### src/hdl/bqdf1_pkg.sv
// Shared constants and types for the direct form I biquad filter.
package bqdf1_pkg;

  // Design constants
  localparam int unsigned Channels     = 2;
  localparam int unsigned SampleBits   = 24;
  localparam int unsigned CoefFracBits = 16;
  localparam int unsigned CoefBits     = CoefFracBits + 2;
  localparam int unsigned ChannelBits  = 1;
  localparam int unsigned ChanAddrBits = (Channels > 1) ? $clog2(Channels) : 1;
  localparam int unsigned CfgIdxBits   = 3;
  localparam int unsigned ProdBits     = CoefBits + SampleBits;
  localparam int unsigned AccBits      = ProdBits + 3;
  localparam int unsigned OutqDepth    = 3;
  localparam int unsigned OutqPtrBits  = $clog2(OutqDepth);
  localparam int unsigned OutqLvlBits  = $clog2(OutqDepth + 1);

  // Coefficient register indexes
  typedef enum logic [CfgIdxBits-1:0] {
    CfgB0 = 3'd0,
    CfgB1 = 3'd1,
    CfgB2 = 3'd2,
    CfgA1 = 3'd3,
    CfgA2 = 3'd4
  } cfg_idx_e;

  // Filter coefficients, Q2.CoefFracBits
  typedef struct packed {
    logic signed [CoefBits-1:0] b0;
    logic signed [CoefBits-1:0] b1;
    logic signed [CoefBits-1:0] b2;
    logic signed [CoefBits-1:0] a1;
    logic signed [CoefBits-1:0] a2;
  } coef_t;

  // History of one channel, one memory word
  typedef struct packed {
    logic signed [SampleBits-1:0] x1;
    logic signed [SampleBits-1:0] x2;
    logic signed [SampleBits-1:0] y1;
    logic signed [SampleBits-1:0] y2;
  } hist_t;

  // One result word
  typedef struct packed {
    logic signed [SampleBits-1:0] sample;
    logic [ChannelBits-1:0]       channel;
  } out_word_t;

  localparam logic [CoefBits-1:0] CoefOne = {2'b01, {CoefFracBits{1'b0}}};

endpackage

### src/hdl/bqdf1_outq.sv
// Small result queue that decouples the compute stage from output stalls.
module bqdf1_outq (
  input  logic                                clk_i,
  input  logic                                rst_ni,
  input  logic                                push_i,
  input  bqdf1_pkg::out_word_t                word_i,
  input  logic                                stall_i,
  output logic                                valid_o,
  output bqdf1_pkg::out_word_t                word_o,
  output logic [bqdf1_pkg::OutqLvlBits-1:0]   level_o
);
  import bqdf1_pkg::*;

  out_word_t              buf_q [OutqDepth];
  logic [OutqPtrBits-1:0] wptr_q, rptr_q;
  logic [OutqLvlBits-1:0] level_q;
  logic                   pop;

  assign pop = valid_o && !stall_i;

  // Advance pointers and level
  always_ff @(posedge clk_i or negedge rst_ni) begin
    if (!rst_ni) begin
      wptr_q  <= '0;
      rptr_q  <= '0;
      level_q <= '0;
    end else begin
      if (push_i) begin
        wptr_q <= (wptr_q == OutqPtrBits'(OutqDepth - 1)) ? '0 : wptr_q + 1'b1;
      end
      if (pop) begin
        rptr_q <= (rptr_q == OutqPtrBits'(OutqDepth - 1)) ? '0 : rptr_q + 1'b1;
      end
      unique case ({push_i, pop})
        2'b10:   level_q <= level_q + 1'b1;
        2'b01:   level_q <= level_q - 1'b1;
        default: level_q <= level_q;
      endcase
    end
  end

  // Store words
  always_ff @(posedge clk_i) begin
    if (push_i) begin
      buf_q[wptr_q] <= word_i;
    end
  end

  assign valid_o = (level_q != '0);
  assign word_o  = buf_q[rptr_q];
  assign level_o = level_q;

endmodule

### config.mk
export PLATFORM = sky130hd
export DESIGN_NAME = bqdf1_outq
export DESIGN_NICKNAME = d
export VERILOG_FILES = /design/src/hdl/bqdf1_pkg.sv /design/src/hdl/bqdf1_outq.sv
export SDC_FILE = /design/constraint.sdc
export NUM_CORES = 1
export LEC_CHECK = 0
export ABC_AREA = 1
export BUFFER_PORTS_ARGS = -buffer_cell sky130_fd_sc_hd__buf_2
export CORE_MARGIN = 2
export CORE_UTILIZATION = 47
export DETAILED_ROUTE_END_ITERATION = 12
export MAX_ROUTING_LAYER = met4
export PLACE_DENSITY = 0.79
export RECOVER_POWER = 25
export SLEW_MARGIN = 20
export SYNTH_ARGS = -nofsm -noshare
export SYNTH_HDL_FRONTEND = slang
export SYNTH_SLANG_ARGS = --single-unit
### constraint.sdc
create_clock -name clk_i -period 5.45 [get_ports clk_i]
set_input_delay 0.545 -clock clk_i [delete_from_list [all_inputs] [get_ports clk_i]]
set_output_delay 0.545 -clock clk_i [all_outputs]
set_load 0.05 [all_outputs]
* After elaboration in Yosys (flattened, before gate mapping)
Memory sizes are Yosys's and may differ from the RTL's.
Cells that the tools add are included.
** Storage, ports and cells
- Bits in registers :: 6
- Memories kept :: 1
- Input bits :: 29
- Memory bits (writable) :: 75
- Logic and storage cells :: 21
** Cells by class
- Add/subtract/negate cells :: 4
- Reductions and logical operators :: 4
- Muxes and demuxes :: 5
- Equal/unequal tests :: 4
** Memories
- buf_q :: depth 3, width 25, read ports 1, clocked after memory_dff 0, wr ports 1, RTL line bqdf1_outq.sv:14 : out_word_t buf_q [OutqDepth];
** Operator list (count)
- adder 2 x 1 -> 2 bit (second input constant) :: 3
- == test 2 bit (second input constant) :: 3
- 2-to-1 mux 2 bit :: 2
- one-hot mux 2 bit (2 select lines) :: 1
- nonzero test 2 bit :: 2
- == test 2 x 1 -> 1 bit (second input constant) :: 1
- 2-to-1 mux 1 bit :: 2
- subtractor 2 x 1 -> 2 bit (second input constant) :: 1
- logical AND 1 bit :: 1
- logical NOT 1 bit :: 1

* Depth between registers and ports, before layout
- Depth after elaboration :: 4
- Gate-level depth with buffers :: 10

* Least setup slack after synthesis
No wires, ideal clock.
- Kind :: input port to flip-flop
- Start point :: input push_i
- End point :: memory buf_q[2][0] in the netlist's numbering, enable pin
- Required time :: 5012 ps
- Path slack :: 2695 ps
- Stages :: 2
- Arrival time :: 2316 ps
- Setup time :: 438 ps
- Cell sequence :: inv_1 -> nor3_1
** On the way
- Longest elaborated chain between the ends :: 2
** RTL lines
- start: declaration :: RTL line bqdf1_outq.sv:5 : input logic push_i,
- 2-to-1 mux 1 bit :: RTL line bqdf1_outq.sv:44 : if (push_i) begin
- 2-to-1 mux 1 bit (implied by the code) :: RTL line bqdf1_outq.sv:45 : buf_q[wptr_q] <= word_i;
- end: declaration :: RTL line bqdf1_outq.sv:14
No other way between the ends.

==> key figures <==
Clock network
  • H-tree Lvls: 3
  • Post-CTS Setup Bufs: 0
  • Clock latency at the later pin of the worst-skew pair: 330 ps
  • Clk slew on worst S/H paths: 80 ps
  • Post-CTS sizing: 0
  • Clock buffer depth: 2
  • CTS Hold Bufs: 0
  • Clock sink count: 81
  • TritonCTS clock tree: built
  • CTS root buf: clkbuf_8
  • Num CTS Buffers: 9

Die
  • Io pins: 57
  • Full die area: 7100 um^2
  • Die height: 84.3 um
  • Starting Density: about half
  • Cell Rows: 29
  • Core area: approximately 6300 um^2
  • Die Wd: 84.3 um

Detailed routing
  • Final wirelength: between 5000 and 6000 um
  • DR WL/cell: 15.1 um
  • Via-per-instance ratio: 5.03
  • First drt pass iteration count: 5
  • Remaining antenna violation count: 0
  • DRC viols: 0
  • First DRT Iteration DRCs: 110
  • Via count: between 1,500 and 2,000

GRT
  • Global-route wire length before repair: 8610 um
  • All-layer global routing usage: 16.6%
  • Largest net degree at the start of global routing: 29
  • Initial antenna violation count: 0
  • GRT Residual Overflow: 0
  • Vias in the first global route: 1,836

Timing
  • Fin crit share: 49.0%
  • Clk_skew: 5.91 ps
  • Setup TNS: 0 ps
  • Number of hold violations in the final report: 0
  • RSZ-0062 raised after global routing: false
  • Slew Limit Fails: 0
  • Slew margin rel.: 29.4%
  • Fin crit period: 2670 ps
  • # setup viols final: 0
  • Peak Freq: ~370 MHz
  • Worst-Margin Slew: 1060 ps

Place
  • DPL Wire Length: around 3400 um
  • Port Buf Inserts: 56
  • Placer Congestion: 0.701

Worst setup path
  • Crit path capture type: primary output
  • Slowest stage delay, CP: about 640 ps
  • Slowest-stage cell, CP: dfrtp_2
  • CP Cell Sequence: nor2_4 -> nand2_1 -> nand3_1 -> buf_2
  • Data required time of the worst path: 4910 ps
  • Crit Path Class: flop to primary output
  • Worst path arrival time: 2130 ps
  • Worst setup SP type: flop
  • Crit-path max FO: 28

Yosys
  • Sequential area share after synthesis: between 70% and 80%
  • Netlist cell types: 16
  • Dominant cell type by area after synthesis: edfxtp_1
  • Top cells by area, synth: edfxtp_1, nand2_1, dfrtp_1, nand3_1, inv_1
  • Synth Area per Inst: 13.6 um^2
  • Syn Nets: between 200 and 300
  • Mapped Cells: approximately 220
  • Post-Syn Area: around 3000 um^2
  • YS warnings: 0
  • Synth top area share: about three quarters
  • Synthesis-stage register bit count: 81

Layout
  • Most frequent cells in the layout: nand2_1, edfxtp_1, buf_2
  • Most common cell after layout, fill and taps aside: nand2_1
  • Inserted Diodes: 0
  • Layout cells sized above 1: 20.8%
  • Area delta synth->final: 17.6%
  • Fin nets: 314

Min path
  • Min-Delay Path Class: input port to async pin

Outcome
  • Outcome: finished clean

Flow run
  • Max_cap viols: 0
final timing paths:
kind | endpoint | from | slack (ps) | cells past startpoint
worst max-delay path | word_o[16] | rptr_q[1] | 2780 | 4
worst min-delay path | wptr_q[0] | rst_ni | 70 | 1
worst max register to register | buf_q[1][4] | wptr_q[0] | 3590 | 2
worst min register to register | level_o[1] | level_o[1] | 510 | 2
max in group asynchronous | rptr_q[1] | rst_ni | 5120 | 1
min in group clk_i | buf_q[1][20] | word_i[20] | 420 | 1
metal layers:
metal / routed length, um / global-route usage, % / vias up
li1: - / - / 888
met1: 2340 / 19.7 / 897
met2: 2810 / 26.5 / 49
met3: 266 / 5.31 / 8
met4: 103 / 6.60 / 0
met5: 0 / - / -
worst max-delay path, delay by kind of cell, from the launching register on:
family	cells	cell delay (ps)
buffers and inverters	1	270
and+or+nand+nor	3	860
DFF	1	640
through the flow:
step                worst slack, ps  instances  hold WS, ps  area, um^2  util [%]
global placement               2930        350          376        3370      53.7
finish                         2780        366         67.9        3560      56.7
CTS                            2470        366         8.69        3580      57.0
floorplan                      2700        223          249        3030         -
detailed placement             2810        350          378        3370      53.7
global route                   2570        366         74.4        3560      56.7
layout make-up:
type	count	area (um^2)
Clock buffer	10	128
Inverter	12	45.0
Multi-Input combinational cell	123	537
Timing Repair Buffer	57	269
Fill cell	503	2720
Tap cell	77	96.3
Clock inverter	6	82.6
Sequential cell	81	2400
cell usage after synthesis:
library cell / number
xnor2_1: 1
nand4_1: 1
dfrtp_1: 6
buf_6: 1
buf_4: 4
ha_1: 1
nand2_1: 87
nand3_1: 28
inv_2: 1
edfxtp_1: 75
o21ai_0: 2
nor3_1: 1
nor2_4: 2
buf_2: 1
clkbuf_1: 1
inv_1: 11
kinds of logic after synthesis:
logic type / Yosys count / synth area share (%)
flops: 81 / 79.3
xor+xnor: 1 / 0.289
buf+inv: 19 / 3.14
compound gates: 2 / 0.330
simple gates: 119 / 16.5
fa+ha+maj: 1 / 0.413
state kept, by name, summed over array words and instances, names as in the netlist:
register and cells:
rptr_q 2, level_o 2, wptr_q 2, buf_q 75
Power is left out: the tool's default activity adds up to more than one toggle a clock period on the data nets, which glitch-free logic cannot reach.
